--- src/design/cch_pkg.sv ---
`timescale 1ns / 1ps
`default_nettype none
package cch_pkg;

	localparam int CFG_IDX_W = 2;
	localparam logic [CFG_IDX_W-1:0] REG_DECL   = 2'd0;
	localparam logic [CFG_IDX_W-1:0] REG_WINDOW = 2'd1;

	localparam logic signed [15:0] DECL_RESET   = 16'sd255;
	localparam logic [15:0]        WINDOW_RESET = 16'd5000;

	localparam logic signed [17:0] FULL_TURN   = 18'sd36000;
	localparam logic signed [31:0] HALF_TURN_Z = 32'sd1179648000;
	localparam logic signed [31:0] ROUND_HALF  = 32'sd32768;

	localparam logic [15:0] EDGE_N_HI = 16'd33750;
	localparam logic [15:0] EDGE_N_LO = 16'd2250;
	localparam logic [15:0] EDGE_NW   = 16'd29250;
	localparam logic [15:0] EDGE_W    = 16'd24750;
	localparam logic [15:0] EDGE_SW   = 16'd20250;
	localparam logic [15:0] EDGE_S    = 16'd15750;
	localparam logic [15:0] EDGE_SE   = 16'd11250;
	localparam logic [15:0] EDGE_E    = 16'd6750;

	localparam logic [2:0] SEC_N  = 3'd0;
	localparam logic [2:0] SEC_NE = 3'd1;
	localparam logic [2:0] SEC_E  = 3'd2;
	localparam logic [2:0] SEC_SE = 3'd3;
	localparam logic [2:0] SEC_S  = 3'd4;
	localparam logic [2:0] SEC_SW = 3'd5;
	localparam logic [2:0] SEC_W  = 3'd6;
	localparam logic [2:0] SEC_NW = 3'd7;

	typedef logic [2:0] step_t;
	localparam step_t ST_CAL  = 3'd0;
	localparam step_t ST_MID  = 3'd1;
	localparam step_t ST_VEC  = 3'd2;
	localparam step_t ST_PRE  = 3'd3;
	localparam step_t ST_ROT  = 3'd4;
	localparam step_t ST_RND  = 3'd5;
	localparam step_t ST_WRAP = 3'd6;
	localparam step_t ST_DONE = 3'd7;

	typedef enum logic [2:0] {
		OP_NOP, OP_CAL, OP_MID, OP_VEC, OP_PRE, OP_ROT, OP_RND, OP_WRAP
	} op_t;

	typedef enum logic [2:0] {
		C_NEXT, C_ZERO, C_LOOP, C_RANGE, C_END
	} cond_t;

	typedef enum logic {
		SQ_IDLE, SQ_RUN
	} seq_state_t;

	typedef struct packed {
		op_t   op;
		cond_t cond;
		step_t target;
	} ctrl_t;

	typedef struct packed {
		logic vec_zero;
		logic iter_last;
		logic out_range;
	} status_t;

	typedef struct packed {
		logic [15:0] heading;
		logic [2:0]  sector;
		logic        lamp;
		logic        cal;
	} res_t;

	// Microprogram: one control word per step
	function automatic ctrl_t ucode(step_t s);
		ctrl_t cw;
		cw = '{op: OP_NOP, cond: C_END, target: ST_CAL};
		case (s)
			ST_CAL:  cw = '{op: OP_CAL,  cond: C_NEXT,  target: ST_CAL};
			ST_MID:  cw = '{op: OP_MID,  cond: C_NEXT,  target: ST_CAL};
			ST_VEC:  cw = '{op: OP_VEC,  cond: C_ZERO,  target: ST_RND};
			ST_PRE:  cw = '{op: OP_PRE,  cond: C_NEXT,  target: ST_CAL};
			ST_ROT:  cw = '{op: OP_ROT,  cond: C_LOOP,  target: ST_ROT};
			ST_RND:  cw = '{op: OP_RND,  cond: C_NEXT,  target: ST_CAL};
			ST_WRAP: cw = '{op: OP_WRAP, cond: C_RANGE, target: ST_WRAP};
			ST_DONE: cw = '{op: OP_NOP,  cond: C_END,   target: ST_CAL};
			default: cw = '{op: OP_NOP,  cond: C_END,   target: ST_CAL};
		endcase
		return cw;
	endfunction

	// atan(2^-i) in centidegrees * 65536
	function automatic logic signed [31:0] atan_z(logic [4:0] i);
		logic signed [31:0] v;
		case (i)
			5'd0:  v = 32'sd294912000;
			5'd1:  v = 32'sd174096719;
			5'd2:  v = 32'sd91987925;
			5'd3:  v = 32'sd46694507;
			5'd4:  v = 32'sd23437865;
			5'd5:  v = 32'sd11730358;
			5'd6:  v = 32'sd5866610;
			5'd7:  v = 32'sd2933484;
			5'd8:  v = 32'sd1466764;
			5'd9:  v = 32'sd733385;
			5'd10: v = 32'sd366693;
			5'd11: v = 32'sd183346;
			5'd12: v = 32'sd91673;
			5'd13: v = 32'sd45837;
			5'd14: v = 32'sd22918;
			5'd15: v = 32'sd11459;
			5'd16: v = 32'sd5730;
			5'd17: v = 32'sd2865;
			5'd18: v = 32'sd1432;
			5'd19: v = 32'sd716;
			5'd20: v = 32'sd358;
			5'd21: v = 32'sd179;
			5'd22: v = 32'sd90;
			5'd23: v = 32'sd45;
			default: v = 32'sd0;
		endcase
		return v;
	endfunction

endpackage
`default_nettype wire

--- src/design/cch_datapath.sv ---
`timescale 1ns / 1ps
`default_nettype none
module cch_datapath #(
	parameter int SAMPLE_BITS  = 16,
	parameter int CORDIC_STEPS = 16
) (
	input  wire                          clk,
	input  wire                          arst_n,
	input  wire                          load,
	input  wire  [SAMPLE_BITS-1:0]       raw_x,
	input  wire  [SAMPLE_BITS-1:0]       raw_y,
	input  wire  [31:0]                  now_ms,
	input  wire  [15:0]                  decl,
	input  wire  [15:0]                  window,
	input  cch_pkg::ctrl_t               ctrl,
	output cch_pkg::status_t             status,
	output cch_pkg::res_t                res
);
	import cch_pkg::*;

	localparam int SB = SAMPLE_BITS;
	localparam int W  = SAMPLE_BITS + 10;
	localparam int IW = $clog2(CORDIC_STEPS);

	logic signed [SB-1:0] xs_q, ys_q;
	logic [31:0]          now_q, start_q;
	logic                 started_q, done_q, cal_q;
	logic signed [SB-1:0] max_x_q, min_x_q, max_y_q, min_y_q;
	logic signed [SB:0]   mid_x_q, mid_y_q;
	logic signed [W-1:0]  cx_q, cy_q;
	logic signed [31:0]   z_q;
	logic [IW-1:0]        i_q;
	logic signed [17:0]   s_q;

	logic [31:0]          elapsed;
	logic                 in_win;
	logic signed [W-1:0]  xw, yw, mxw, myw, cx_n, cy_n;
	logic signed [W-1:0]  dx, dy;
	logic signed [31:0]   z_rnd;
	logic signed [15:0]   ang;
	logic signed [17:0]   s_n;
	logic [15:0]          h;
	logic [2:0]           sec;

	assign elapsed = now_q - (started_q ? start_q : now_q);
	assign in_win  = elapsed < {16'd0, window};

	assign xw   = {{(W-SB){xs_q[SB-1]}}, xs_q};
	assign yw   = {{(W-SB){ys_q[SB-1]}}, ys_q};
	assign mxw  = {{(W-SB-1){mid_x_q[SB]}}, mid_x_q};
	assign myw  = {{(W-SB-1){mid_y_q[SB]}}, mid_y_q};
	assign cx_n = ((xw <<< 1) - mxw) <<< 6;
	assign cy_n = ((yw <<< 1) - myw) <<< 6;

	assign dx = cy_q >>> i_q;
	assign dy = cx_q >>> i_q;

	assign z_rnd = z_q + ROUND_HALF;
	assign ang   = z_rnd[31:16];
	assign s_n   = {{2{ang[15]}}, ang} + {{2{decl[15]}}, decl};

	assign status.vec_zero  = (cx_n == '0) && (cy_n == '0);
	assign status.iter_last = (i_q == IW'(CORDIC_STEPS - 1));
	assign status.out_range = s_q[17] || (s_q >= FULL_TURN);

	always_ff @(posedge clk) begin
		if (load) begin
			xs_q  <= raw_x;
			ys_q  <= raw_y;
			now_q <= now_ms;
		end
	end

	always_ff @(posedge clk or negedge arst_n) begin
		if (!arst_n) begin
			start_q   <= '0;
			started_q <= 1'b0;
			done_q    <= 1'b0;
			cal_q     <= 1'b0;
			max_x_q   <= {1'b1, {(SB-1){1'b0}}};
			max_y_q   <= {1'b1, {(SB-1){1'b0}}};
			min_x_q   <= {1'b0, {(SB-1){1'b1}}};
			min_y_q   <= {1'b0, {(SB-1){1'b1}}};
			mid_x_q   <= '0;
			mid_y_q   <= '0;
		end else begin
			case (ctrl.op)
				OP_CAL: begin
					if (!started_q) begin
						start_q   <= now_q;
						started_q <= 1'b1;
					end
					cal_q <= 1'b0;
					if (!done_q) begin
						if (in_win) begin
							if (xs_q > max_x_q) max_x_q <= xs_q;
							if (xs_q < min_x_q) min_x_q <= xs_q;
							if (ys_q > max_y_q) max_y_q <= ys_q;
							if (ys_q < min_y_q) min_y_q <= ys_q;
							cal_q <= 1'b1;
						end else begin
							done_q <= 1'b1;
						end
					end
				end
				OP_MID: begin
					if (cal_q) begin
						mid_x_q <= {max_x_q[SB-1], max_x_q} + {min_x_q[SB-1], min_x_q};
						mid_y_q <= {max_y_q[SB-1], max_y_q} + {min_y_q[SB-1], min_y_q};
					end
				end
				default: ;
			endcase
		end
	end

	always_ff @(posedge clk) begin
		case (ctrl.op)
			OP_VEC: begin
				cx_q <= cx_n;
				cy_q <= cy_n;
				z_q  <= '0;
			end
			OP_PRE: begin
				i_q <= '0;
				// fold the left half plane onto the right one
				if (cx_q[W-1]) begin
					cx_q <= -cx_q;
					cy_q <= -cy_q;
					z_q  <= HALF_TURN_Z;
				end
			end
			OP_ROT: begin
				i_q <= i_q + 1'b1;
				if (cy_q > 0) begin
					cx_q <= cx_q + dx;
					cy_q <= cy_q - dy;
					z_q  <= z_q + atan_z(5'(i_q));
				end else begin
					cx_q <= cx_q - dx;
					cy_q <= cy_q + dy;
					z_q  <= z_q - atan_z(5'(i_q));
				end
			end
			OP_RND: s_q <= s_n;
			OP_WRAP: begin
				if (s_q[17]) s_q <= s_q + FULL_TURN;
				else if (s_q >= FULL_TURN) s_q <= s_q - FULL_TURN;
			end
			default: ;
		endcase
	end

	assign h = s_q[15:0];

	always_comb begin
		if (h > EDGE_N_HI || h < EDGE_N_LO) sec = SEC_N;
		else if (h > EDGE_NW) sec = SEC_NW;
		else if (h > EDGE_W)  sec = SEC_W;
		else if (h > EDGE_SW) sec = SEC_SW;
		else if (h > EDGE_S)  sec = SEC_S;
		else if (h > EDGE_SE) sec = SEC_SE;
		else if (h > EDGE_E)  sec = SEC_E;
		else sec = SEC_NE;
	end

	assign res.heading = h;
	assign res.sector  = sec;
	assign res.lamp    = (sec == SEC_N);
	assign res.cal     = cal_q;

endmodule
`default_nettype wire

--- src/design/calibrated_compass_heading.sv ---
`timescale 1ns / 1ps
`default_nettype none
// Compass heading from raw magnetometer X/Y with hard-iron calibration over a
// time window after the first sample. One item at a time: an item runs the
// calibration, midpoint, vectoring, fold, rotation, rounding and wrap steps in
// turn, and a zero corrected vector skips the fold and rotation; the shared
// CORDIC rotator does one step per cycle. A finished result sits in the output
// register, and the next item is taken while it waits. Configuration is taken
// at any time but must be written only while the block is idle.
module calibrated_compass_heading #(
	parameter int SAMPLE_BITS  = 16,
	parameter int CORDIC_STEPS = 16
) (
	input  wire                            clk,
	input  wire                            arst_n,
	input  wire                            in_valid,
	output logic                           in_stall,
	input  wire  [SAMPLE_BITS-1:0]         raw_x,
	input  wire  [SAMPLE_BITS-1:0]         raw_y,
	input  wire  [31:0]                    now_ms,
	output logic                           out_valid,
	input  wire                            out_stall,
	output logic [15:0]                    heading_centideg,
	output logic [2:0]                     sector,
	output logic                           north_lamp,
	output logic                           calibrating,
	input  wire                            cfg_valid,
	output logic                           cfg_ready,
	input  wire  [cch_pkg::CFG_IDX_W-1:0]  cfg_index,
	input  wire  [15:0]                    cfg_data
);
	import cch_pkg::*;

	seq_state_t state_q, state_n;
	step_t      step_q, step_n;
	logic       out_valid_q;
	res_t       res_q;
	logic [15:0] decl_q, window_q;

	ctrl_t   cw, ctrl;
	status_t status;
	res_t    res;
	logic    accept, out_free, finish;

	assign cfg_ready = 1'b1;
	assign accept    = in_valid && !in_stall;
	assign out_free  = !out_valid_q || !out_stall;
	assign cw        = ucode(step_q);
	assign finish    = (state_q == SQ_RUN) && (cw.cond == C_END) && out_free;

	always_ff @(posedge clk or negedge arst_n) begin
		if (!arst_n) begin
			decl_q   <= DECL_RESET;
			window_q <= WINDOW_RESET;
		end else if (cfg_valid && cfg_ready) begin
			case (cfg_index)
				REG_DECL:   decl_q   <= cfg_data;
				REG_WINDOW: window_q <= cfg_data;
				default: ;
			endcase
		end
	end

	always_comb begin
		state_n = state_q;
		case (state_q)
			SQ_IDLE: if (accept) state_n = SQ_RUN;
			SQ_RUN:  if (finish) state_n = SQ_IDLE;
			default: state_n = SQ_IDLE;
		endcase
	end

	always_comb begin
		in_stall = (state_q == SQ_RUN);
		ctrl     = (state_q == SQ_RUN) ? cw : ctrl_t'{op: OP_NOP, cond: C_END, target: ST_CAL};
	end

	// step sequencing from the control word's condition
	always_comb begin
		step_n = step_q;
		if (state_q == SQ_RUN) begin
			case (cw.cond)
				C_NEXT:  step_n = step_q + 1'b1;
				C_ZERO:  step_n = status.vec_zero ? cw.target : step_q + 1'b1;
				C_LOOP:  step_n = status.iter_last ? step_q + 1'b1 : cw.target;
				C_RANGE: step_n = status.out_range ? cw.target : step_q + 1'b1;
				C_END:   step_n = out_free ? ST_CAL : step_q;
				default: step_n = ST_CAL;
			endcase
		end
	end

	always_ff @(posedge clk or negedge arst_n) begin
		if (!arst_n) begin
			state_q     <= SQ_IDLE;
			step_q      <= ST_CAL;
			out_valid_q <= 1'b0;
		end else begin
			state_q <= state_n;
			step_q  <= step_n;
			if (finish) out_valid_q <= 1'b1;
			else if (!out_stall) out_valid_q <= 1'b0;
		end
	end

	always_ff @(posedge clk) begin
		if (finish) res_q <= res;
	end

	cch_datapath #(
		.SAMPLE_BITS  (SAMPLE_BITS),
		.CORDIC_STEPS (CORDIC_STEPS)
	) u_dp (
		.clk    (clk),
		.arst_n (arst_n),
		.load   (accept),
		.raw_x  (raw_x),
		.raw_y  (raw_y),
		.now_ms (now_ms),
		.decl   (decl_q),
		.window (window_q),
		.ctrl   (ctrl),
		.status (status),
		.res    (res)
	);

	assign out_valid        = out_valid_q;
	assign heading_centideg = res_q.heading;
	assign sector           = res_q.sector;
	assign north_lamp       = res_q.lamp;
	assign calibrating      = res_q.cal;

`ifndef ASSERT_OFF
	a_idle_step: assert property (@(posedge clk) disable iff (!arst_n)
		state_q == SQ_IDLE |-> step_q == ST_CAL)
		else $error("sequencer idle away from first step");

	a_accept_run: assert property (@(posedge clk) disable iff (!arst_n)
		accept |=> state_q == SQ_RUN && step_q == ST_CAL)
		else $error("accepted item did not start the program");

	a_finish_out: assert property (@(posedge clk) disable iff (!arst_n)
		finish |=> out_valid && heading_centideg < 16'd36000)
		else $error("finished item gave no valid heading");

	a_lamp: assert property (@(posedge clk) disable iff (!arst_n)
		out_valid |-> north_lamp == (sector == SEC_N))
		else $error("north lamp disagrees with sector");
`endif

endmodule
`default_nettype wire

--- config.mk ---
export PLATFORM = sky130hd
export DESIGN_NAME = calibrated_compass_heading
export DESIGN_NICKNAME = d
export VERILOG_FILES = /design/src/design/cch_pkg.sv /design/src/design/cch_datapath.sv /design/src/design/calibrated_compass_heading.sv
export SDC_FILE = /design/constraint.sdc
export NUM_CORES = 1
export LEC_CHECK = 0
export ABC_CLOCK_PERIOD_IN_PS = 9100
export BUFFER_PORTS_ARGS = -buffer_cell sky130_fd_sc_hd__buf_2
export CAP_MARGIN = 25
export CORE_AREA = 10 10 250 252
export CTS_CLUSTER_SIZE = 12
export DETAILED_ROUTE_END_ITERATION = 7
export DIE_AREA = 0 0 260 262
export PLACE_DENSITY = 0.78
export SETUP_SLACK_MARGIN = 0.1
export SKIP_LAST_GASP = 1
export SYNTH_ARGS = -nofsm -noshare
export SYNTH_HDL_FRONTEND = slang
export SYNTH_SLANG_ARGS = --single-unit
--- constraint.sdc ---
create_clock -name clk -period 9.1 [get_ports clk]
set_input_delay 0.91 -clock clk [delete_from_list [all_inputs] [get_ports clk]]
set_output_delay 0.91 -clock clk [all_outputs]
set_load 0.01 [all_outputs]
== Yosys cells after proc, flatten, opt, wreduce, memory -nomap -nowiden ==
Memories as Yosys holds them, arrays and structs flattened. A register that Yosys moved wholly into a read port is not among the register bits.
Cells that the tools add are included.

* Register bits after elaboration: 361
* Bits in read-only memories: 1,000
* Input bits: 87
* Output and inout port bits: 24
* Word-level logic and storage cells: 157
* Memories: 3

{| class="wikitable"
|+ Memory list
! memory !! depth !! width !! rd ports !! clocked after memory_dff !! wr ports !! RTL line !! RTL
|-
| (no name shown) || 16 || 29 || 1 || 1 || 0 || cch_pkg.sv:96 || <nowiki>case (i)</nowiki>
|-
| (no name shown) || 16 || 29 || 1 || 1 || 0 || cch_pkg.sv:96 ||
|-
| (no name shown) || 8 || 9 || 1 || 0 || 0 || cch_pkg.sv:79 || <nowiki>case (s)</nowiki>
|}

* Add/subtract/negate cells: 19
* $lt $le $gt $ge: 15
* Equal/unequal tests: 17
* Shifts and indexed selects: 2
* Mux-type cells: 42
* Bitwise operators: 2
* Reductions and logical operators: 28

{| class="wikitable"
|+ Operator list
! operator !! number
|-
| 2-to-1 mux 32 bit || 7
|-
| one-hot mux 26 bit (3 select lines) || 2
|-
| 2-to-1 mux 26 bit || 4
|-
| one-hot mux 32 bit (3 select lines) || 1
|-
| subtractor 32 bit || 2
|-
| adder 26 bit || 2
|-
| logical NOT 26 bit || 2
|-
| negator 26 bit || 2
|-
| >>> shifter 26 x 4 -> 26 bit || 2
|-
| subtractor 26 bit || 2
|-
| adder 16 x 16 -> 17 bit || 3
|-
| greater-than comparator 16 x 15 -> 1 bit, second input constant || 3
|-
| 2-to-1 mux 18 bit || 2
|-
| one-hot mux 18 bit (2 select lines) || 1
|-
| subtractor 17 x 17 -> 18 bit || 2
|-
| adder 32 x 17 -> 32 bit, second input constant || 1
|-
| adder 32 bit || 1
|-
| greater-than comparator 16 x 14 -> 1 bit, second input constant || 2
|-
| greater-than comparator 16 bit || 2
|-
| less-than comparator 16 bit || 2
|-
| less-than comparator 32 x 16 -> 1 bit || 1
|-
| 2-to-1 mux 3 bit || 10
|-
| greater-than comparator 26 x 1 -> 1 bit, second input constant || 1
|-
| adder 18 x 17 -> 18 bit, second input constant || 1
|-
| other kinds (32) || 67
|}

== Depth between registers and ports, before layout ==
Gate-level depths: netlist of the first run.

* Depth after elaboration: 9
* Gate-level depth with buffers: 29
* Mapped depth without buffers: 24

== Hierarchy ==
Synthesis of the first run repeated with hierarchy kept, for this count alone.

* Cell total of the unflattened synthesis: 3,563
* Area, all modules: 32,801.5 um^2

{| class="wikitable"
|+ Modules (own cells, without submodules)
! module !! instances !! cells an instance !! area an instance (um^2) !! seq. area each (um^2)
|-
| cch_datapath || 1 || 3,419 || 30,493.0 || 9,053.7
|-
| calibrated_compass_heading || 1 || 144 || 2,308.5 || 1,572.8
|}

== Least setup slack after synthesis of the first run ==
OpenSTA, ideal clock, no wires.

* Path type: register -> register
* Start point: register step_q[0]
* End point: register u_dp.cx_q[0], enable pin
* Library setup time: 652 ps
* Arrival time: 7,794 ps
* Required time: 8,448 ps
* Slack: 654 ps
* Stages on the path, launching flop included: 10
* Path buffers: 3
* Period minus slack after synthesis: 8,446 ps
* Cell sequence: dfrtp_1 > inv_1 > clkbuf_1 > buf_4 > ha_1 > buf_1 > nor3_1 > a21oi_1 > nor2b_1 > a21boi_0

* Word-level cells in the longest chain between the ends: 5
* Elaborated cells on any way between the ends: 8
* Classes of those cells: 4 x eq/ne; 1 x mux; 2 x reduce/logical; 1 x memory

{| class="wikitable"
|+ RTL lines
! what !! RTL line !! RTL
|-
| from (decl) || calibrated_compass_heading.sv:35 || <nowiki>step_t step_q, step_n;</nowiki>
|-
| from (signal assigned) || calibrated_compass_heading.sv:100 || <nowiki>step_q <= step_n;</nowiki>
|-
| memory read (8 x 9 bit) (*) || - ||
|-
| 2-to-1 mux 9 bit (*) || calibrated_compass_heading.sv:75 || <nowiki>ctrl = (state_q == SQ_RUN) ? cw : ctrl_t'{op: OP_NOP, cond: C_END, target: ST_CAL};</nowiki>
|-
| equality test 3 bit or equality test 3 x 2 -> 1 bit (tied branches) || cch_datapath.sv:118 || <nowiki>case (ctrl.op)</nowiki>
|-
| != test 2 x 1 -> 1 bit (no source line) or nonzero test 3 bit (tied branches) || - ||
|-
| AND reduction 2 bit (no source line) (*) || - ||
|-
| to (signal assigned) || cch_datapath.sv:120 || <nowiki>cx_q <= cx_n;</nowiki>
|-
| to (signal assigned) || cch_datapath.sv:128 || <nowiki>cx_q <= -cx_q;</nowiki>
|-
| to (signal assigned) || cch_datapath.sv:136 || <nowiki>cx_q <= cx_q + dx;</nowiki>
|-
| to (decl) || cch_datapath.sv:30 || <nowiki>logic signed [W-1:0] cx_q, cy_q;</nowiki>
|}

Mark *: on every way between the ends. The rest lies on a longest branch, timed or not.
A chain may end at the register's enable or synchronous reset.

== Worst setup path after layout of the first run ==
* Start point: register u_dp.started_q
* End point: register u_dp.min_x_q[15]

* Word-level cells in the longest chain between the ends: 4

{| class="wikitable"
|+ RTL lines
! what !! RTL line !! RTL
|-
| from (decl) || cch_datapath.sv:27 || <nowiki>logic started_q, done_q, cal_q;</nowiki>
|-
| from (signal assigned) || cch_datapath.sv:77 || <nowiki>started_q <= 1'b0;</nowiki>
|-
| from (signal assigned) || cch_datapath.sv:91 || <nowiki>started_q <= 1'b1;</nowiki>
|-
| 2-to-1 mux 32 bit || - ||
|-
| subtractor 32 bit || cch_datapath.sv:45 || <nowiki>assign elapsed = now_q - (started_q ? start_q : now_q);</nowiki>
|-
| less-than comparator 32 x 16 -> 1 bit || cch_datapath.sv:46 || <nowiki>assign in_win = elapsed < {16'd0, window};</nowiki>
|-
| AND reduction 4 bit (no source line) || - ||
|-
| to (signal assigned) || cch_datapath.sv:82 || <nowiki>min_x_q <= {1'b0, {(SB-1){1'b1}}};</nowiki>
|-
| to (signal assigned) || cch_datapath.sv:97 || <nowiki>if (xs_q < min_x_q) min_x_q <= xs_q;</nowiki>
|-
| to (decl) || cch_datapath.sv:28 || <nowiki>logic signed [SB-1:0] max_x_q, min_x_q, max_y_q, min_y_q;</nowiki>
|}

Every way passes these cells.

==> results of run 1 <==
-- kinds of logic (layout without fill, tap and decap cells) --
logic type                 after synthesis  after routing
adders and majority gates              308            308
xor gates and xnor gates               263            263
and+or+nand+nor                       1109           1109
other                                    1              1
muxes                                  247            247
buffers and inverters                  372            437
DFF                                    390            390
AOI/OAI and AO/OA                      953            953
-- worst max-delay path by stage --
stage | startpoint | end | slack, ps | cells after the start
floorplan | step_q[0]$_DFFE_PN0P_ | u_dp.cx_q[0]$_DFFE_PP_ | 650 | 9
global placement | u_dp.started_q$_DFFE_PN0N_ | u_dp.min_x_q[15]$_DFFE_PN0P_ | 1770 | 24
CTS | u_dp.started_q$_DFFE_PN0N_ | u_dp.min_x_q[15]$_DFFE_PN0P_ | 1690 | 24
finish | u_dp.started_q$_DFFE_PN0N_ | u_dp.min_x_q[15]$_DFFE_PN0P_ | 1630 | 24
detailed placement | u_dp.started_q$_DFFE_PN0N_ | u_dp.min_x_q[15]$_DFFE_PN0P_ | 1750 | 24
global route | u_dp.started_q$_DFFE_PN0N_ | u_dp.min_x_q[15]$_DFFE_PN0P_ | 1230 | 24
-- per-layer routing --
layer | up-vias | wire length, microns
met3 | 216 | 6035
met2 | 1026 | 41890
met4 | 0 | 3374
met1 | 13370 | 37090
met5 | - | 0
li1 | 13440 | -
-- through the flow --
stage / instances / setup slack, ps / area [sq um] / util / hold WS (ps)
after floorplan: 3643 / 654.2 / 33090 / - / 424.4
after global placement: 4383 / 1766 / 34160 / 0.5954 / 454.0
after detailed placement: 4384 / 1747 / 34170 / 0.5957 / 454.0
after CTS: 4472 / 1689 / 35780 / 0.6238 / 327.2
after global routing: 4473 / 1233 / 35790 / 0.6239 / 368.0
final: 4473 / 1627 / 35790 / 0.6239 / 315.5
-- worst max-delay path: stages, from the launching register on --
cell       delay, ps
dfrtp_2         1010
nand2_1          110
o21ai_0          170
ha_1             220
inv_1             50
fa_1             420
a211oi_1         280
nor3_1           120
nor3_1           280
nor3_1           110
o21a_1           180
nor2_1           110
xnor2_1          130
ha_1             260
a21o_1           180
a21oi_1          130
o21ai_0          110
a21o_1           190
a2111oi_0        400
and4_1           250
o2111ai_1        110
or4_1            540
nor4_2           690
and4_1           890
mux2_1           390
-- cell type report --
type,count,area (sq um),share of cell area
clock buffers,65,1346,0.03762
flip-flops and latches,390,10630,0.2970
well taps,765,957.2,0.02674
inverters,212,795.8,0.02223
clock inverters,23,264.0,0.007376
multi-input cells,2881,21020,0.5872
repair buffers,137,782.0,0.02185
-- placed cells by master, fill, tap and decap left out, types with 32 or more instances in the layout --
master / netlist / layout
o31ai_1: 32 / 32
nor2b_1: 42 / 41
inv_1: 209 / 209
dfrtp_1: 125 / 123
xor2_1: 121 / 121
a21o_1: 79 / 79
ha_1: 299 / 299
dfstp_2: 45 / 45
nor3_1: 93 / 93
xnor2_1: 142 / 142
nand3_1: 73 / 72
o21ai_0: 262 / 262
and3_1: 41 / 41
mux2_2: 65 / 65
nand2b_1: 49 / 49
mux4_2: 57 / 57
clkbuf_16: 0 / 49
buf_2: 14 / 108
mux2i_1: 58 / 58
a31oi_1: 36 / 36
o21a_1: 37 / 37
or3_1: 34 / 32
mux2_1: 63 / 63
nand2_1: 321 / 320
nor2_1: 282 / 281
edfxtp_1: 191 / 191
a21oi_1: 269 / 268
-- sequential cells by signal, indices dropped and copies added, names as in the netlist, 3 cells and up, named ones only --
| name | count |
|---|---|
| decl_q | 16 |
| heading_centideg | 16 |
| sector | 3 |
| step_q | 3 |
| u_dp.cx_q | 26 |
| u_dp.cy_q | 26 |
| u_dp.i_q | 4 |
| u_dp.max_x_q | 16 |
| u_dp.max_y_q | 16 |
| u_dp.mid_x_q | 17 |
| u_dp.mid_y_q | 17 |
| u_dp.min_x_q | 16 |
| u_dp.min_y_q | 16 |
| u_dp.now_q | 32 |
| u_dp.s_q | 18 |
| u_dp.start_q | 32 |
| u_dp.xs_q | 16 |
| u_dp.ys_q | 16 |
| u_dp.z_q | 32 |
| window_q | 16 |
==> results.toml, run 1 <==
[clocking]
cts_sinks = 390
hold_buffers = 0
h-tree-depth = 2
root_buffer = "clkbuf_16"
numCtsBuffers = 47
postCtsSetupBuffers = 0
cts_tree = "built"
cts_resized = 0
clk_pin_slew_ps = 60
insertion_delay_ps = 600
cts_max_path_buffers = 3

[global_route]
busiest_layer = "met2"
antenna_found_initial = 0
first_global_vias = 26700
grt_pass1_wl_mm = 141.6
gr-usage-all-layers = 0.2537
grt_max_degree = 72
grt_use_met1 = 0.3235
grt.overflow.total = 0
globalRouteMet3Util = 0.04211
met2_usage = 0.4266

[worst_setup_path]
rr_startpoint = "u_dp.started_q$_DFFE_PN0N_"
crit_arrival_ps = 7960
cp-start-kind = "flip-flop"
r2r_setup_slack_ps = 1630
worstPathMaxFanout = 35
cp-end-kind = "flip-flop"
required_ps = 9580
crit_type = "reg -> reg"
reg2reg_depth = 24
reg2reg_to = "u_dp.min_x_q[15]$_DFFE_PN0P_"

[placement]
routabilityCongestion = 0.9807
place_hpwl_mm = 65.78
port-buffer-count = 109

[synth]
synth_top_area_cell = "edfxtp_1"
synth_fa_ha_area_frac = 0.1185
postSynthAreaPerCell_sq_um = 9.083
synth.most_common_cell = "nand2_1"
syn-num-nets = 4038
yosys.area.top_type_share = 0.1733
synthesis.instances = 3643
ys_ff_latch = 390
synth-main-ff-cell = "edfxtp_1"
synth_edf_count = 191
synth.yosys.seq_area_share = 0.3211
synth-compound-area-share = 0.1793
yosys-top-cells-area = "edfxtp_1 17%, ha_1 11%, dfrtp_1 9.5%"
yosysUniqueCellTypes = 96
yosysWarnings = 0
synth_mux_area_frac = 0.1031
yosys.area_share.xor_xnor = 0.06961
synthTopCellsByCount = "321 x nand2_1, 299 x ha_1, 282 x nor2_1"
async_flop_share = 0.4359
synthSimpleGateAreaFrac = 0.1634
netlist_area_sq_um = 33090
synth_top_family_by_area = "compound AO/OA/AOI/OAI gates"

[timing]
rsz0062_at_grt = "no"
tightest_slew_ps = 1023
max_freq_mhz = 133.8
post-route-period-util = 0.8212
hold_viol = 0
fin_skew_ps = 16.04
finalSetupViolCount = 0
final_max_slew_viol_count = 0
fin_crit_ps = 7473
max-slew-margin-rel = 0.3181
fin_setup_tns_ps = 0

[job]
maxCapViolations = 0

[floorplanning]
die_y_microns = 262
core_sq_um = 57370
rows = 88
ios = 111
start_util = 0.5768
die-area_sq_um = 68120
die_x_microns = 260

[final_layout]
areaGrowthSynthToFinish_pct = 8.164
nets = 4064
nFillCells = 4807
diodes = 0
drive_gt1_frac = 0.1143

[detailed_routing]
drc_errors = 0
post_drt_wl_per_cell_microns = 19.76
vias = 28050
drt_iter0_drc = 2608
drt_wl_total_mm = 88.39
postRouteAntennaNets = 0
post_drt_via_cell_ratio = 6.270
firstDrtPassIters = 6

[outcome]
status = "completed"

[min_path]
hp-class = "in -> async"
Power of run 1 is not shown: default switching activity piles up to over one toggle a cycle in this logic, so the estimate is an artifact.
==> run 2, diff against run 1 <==
Settings changed: ABC_CLOCK_PERIOD_IN_PS 9100 to 7100, CORE_AREA 10 10 250 252 to 10 10 239 241, DIE_AREA 0 0 260 262 to 0 0 249 251, PLACE_DENSITY 0.78 to 0.81.
Clock period 9.1 ns to 7.1 ns, I/O delays scaled along.
==> results.toml, run 2 (synthesis results as in run 1) <==
[detailed_routing]
firstDrtPassIters = 6
drc_errors = 0
vias = 28280
drt_wl_total_mm = 89.00
drt_iter0_drc = 2326
post_drt_wl_per_cell_microns = 20.19
postRouteAntennaNets = 0
post_drt_via_cell_ratio = 6.413

[placement]
place_hpwl_mm = 66.37
port-buffer-count = 109
routabilityCongestion = 1.027

[timing]
finalSetupViolCount = 0
max-slew-margin-rel = 0.4044
max_freq_mhz = 151.7
tightest_slew_ps = 890.8
rsz0062_at_grt = "no"
post-route-period-util = 0.9286
final_max_slew_viol_count = 0
fin_skew_ps = 18.78
hold_viol = 0
fin_setup_tns_ps = 0
fin_crit_ps = 6593

[worst_setup_path]
crit_chain = "inv_1 -> ha_1 -> or4b_2 -> inv_1 -> nand2_1 -> or4_1 -> nor4_1 -> nand2_1 -> nand2_1 -> buf_4 -> buf_4 -> nor2_1 -> xnor2_1 -> ha_1 -> a21o_1 -> a211oi_1 -> o21ai_0 -> nand4_1 -> a21oi_1 -> o311ai_0 -> nand3b_1 -> a21oi_1 -> xor2_1 -> a21oi_1"
required_ps = 7400
worstPathMaxFanout = 11
crit_path_max_incr_delay_ps = 710
crit_type = "reg -> reg"
cp-start-kind = "flip-flop"
critPathTopFamily = "simple AND/OR/NAND/NOR gates"
cp_num_buf_inv = 4
r2r_setup_slack_ps = 510
cp-end-kind = "flip-flop"
cp_slowest_cell = "or4b_2"
crit_arrival_ps = 6890

[floorplanning]
ios = 111
die_y_microns = 251
die-area_sq_um = 62500
core_sq_um = 52240
start_util = 0.6335
rows = 84
die_x_microns = 249

[outcome]
status = "completed"

[final_layout]
nets = 4079
layout_common_cells = "320 x nand2_1, 299 x ha_1, 281 x nor2_1, 268 x a21oi_1, 262 x o21ai_0"
final_common_cell = "nand2_1"
largestRegisters = "u_dp.now_q x32, u_dp.start_q x32, u_dp.z_q x32"
areaGrowthSynthToFinish_pct = 8.092
diodes = 0
drive_gt1_frac = 0.1188

[clocking]
cts_tree = "built"
cts_max_path_buffers = 3
insertion_delay_ps = 590
postCtsSetupBuffers = 0
cts_sinks = 390
root_buffer = "clkbuf_16"
clk_pin_slew_ps = 60
h-tree-depth = 2
numCtsBuffers = 46

[global_route]
gr-usage-all-layers = 0.2753
grt_max_degree = 67
grt.overflow.total = 0
first_global_vias = 27720
antenna_found_initial = 1
grt_pass1_wl_mm = 143.8

[min_path]
hp-class = "in -> async"

[job]
maxCapViolations = 0
[run 2: timing repair]
item                                    in CTS  in global routing
endpoints found under the setup margin       0                 22
gates resized for setup                      0                  3
hold buffers                                 0                  0
[run 2: path summary, 6_finish.rpt]
kind	startpoint	endpoint	depth (start not counted)
setup / recovery	u_dp.cy_q[1]$_DFFE_PP_	u_dp.z_q[26]$_DFFE_PP_	24
hold / removal	arst_n	u_dp.max_x_q[11]$_DFFE_PN0P_	1
setup reg to reg	u_dp.cy_q[1]$_DFFE_PP_	u_dp.z_q[26]$_DFFE_PP_	24
hold reg to reg	u_dp.mid_y_q[5]$_DFFE_PN0P_	u_dp.mid_y_q[5]$_DFFE_PN0P_	2
max in group asynchronous	arst_n	step_q[0]$_DFFE_PN0P_	2
min in group clk	now_ms[19]	u_dp.now_q[19]$_DFFE_PP_	1
[run 2: metrics by stage]
| step | hold WS, ps | setup WS, ps | instances | util | area (sq um) |
|---|---|---|---|---|---|
| after detailed placement | 454.2 | 578.3 | 4324 | 0.6548 | 34200 |
| after global placement | 453.5 | 715.3 | 4323 | 0.6545 | 34190 |
| after floorplan | 414.4 | 829.1 | 3643 | - | 33090 |
| final | 101.6 | 506.8 | 4409 | 0.6847 | 35770 |
| after CTS | 120.4 | 555.9 | 4409 | 0.6845 | 35760 |
| after global routing | 138.4 | 105.3 | 4409 | 0.6847 | 35770 |
[run 2: final cells by class]
type	count	area, sq um
well taps	688	860.8
clock inverters	19	191.4
fillers	4189	16470
repair buffers	153	902.1
flip-flops and latches	390	10630
clock buffers	66	1361
inverters	212	795.8
multi-input cells	2881	21030
[run 2: layer usage]
layer  vias to the layer above  global-route usage  wire [microns]
li1                      13460                   -               -
met1                     13430              0.3378           35940
met2                      1120              0.4689           42560
met3                       270             0.04403            6425
met4                         2              0.1282            4059
met5                         -                   0              13
Power of run 2 is left out for the same reason.
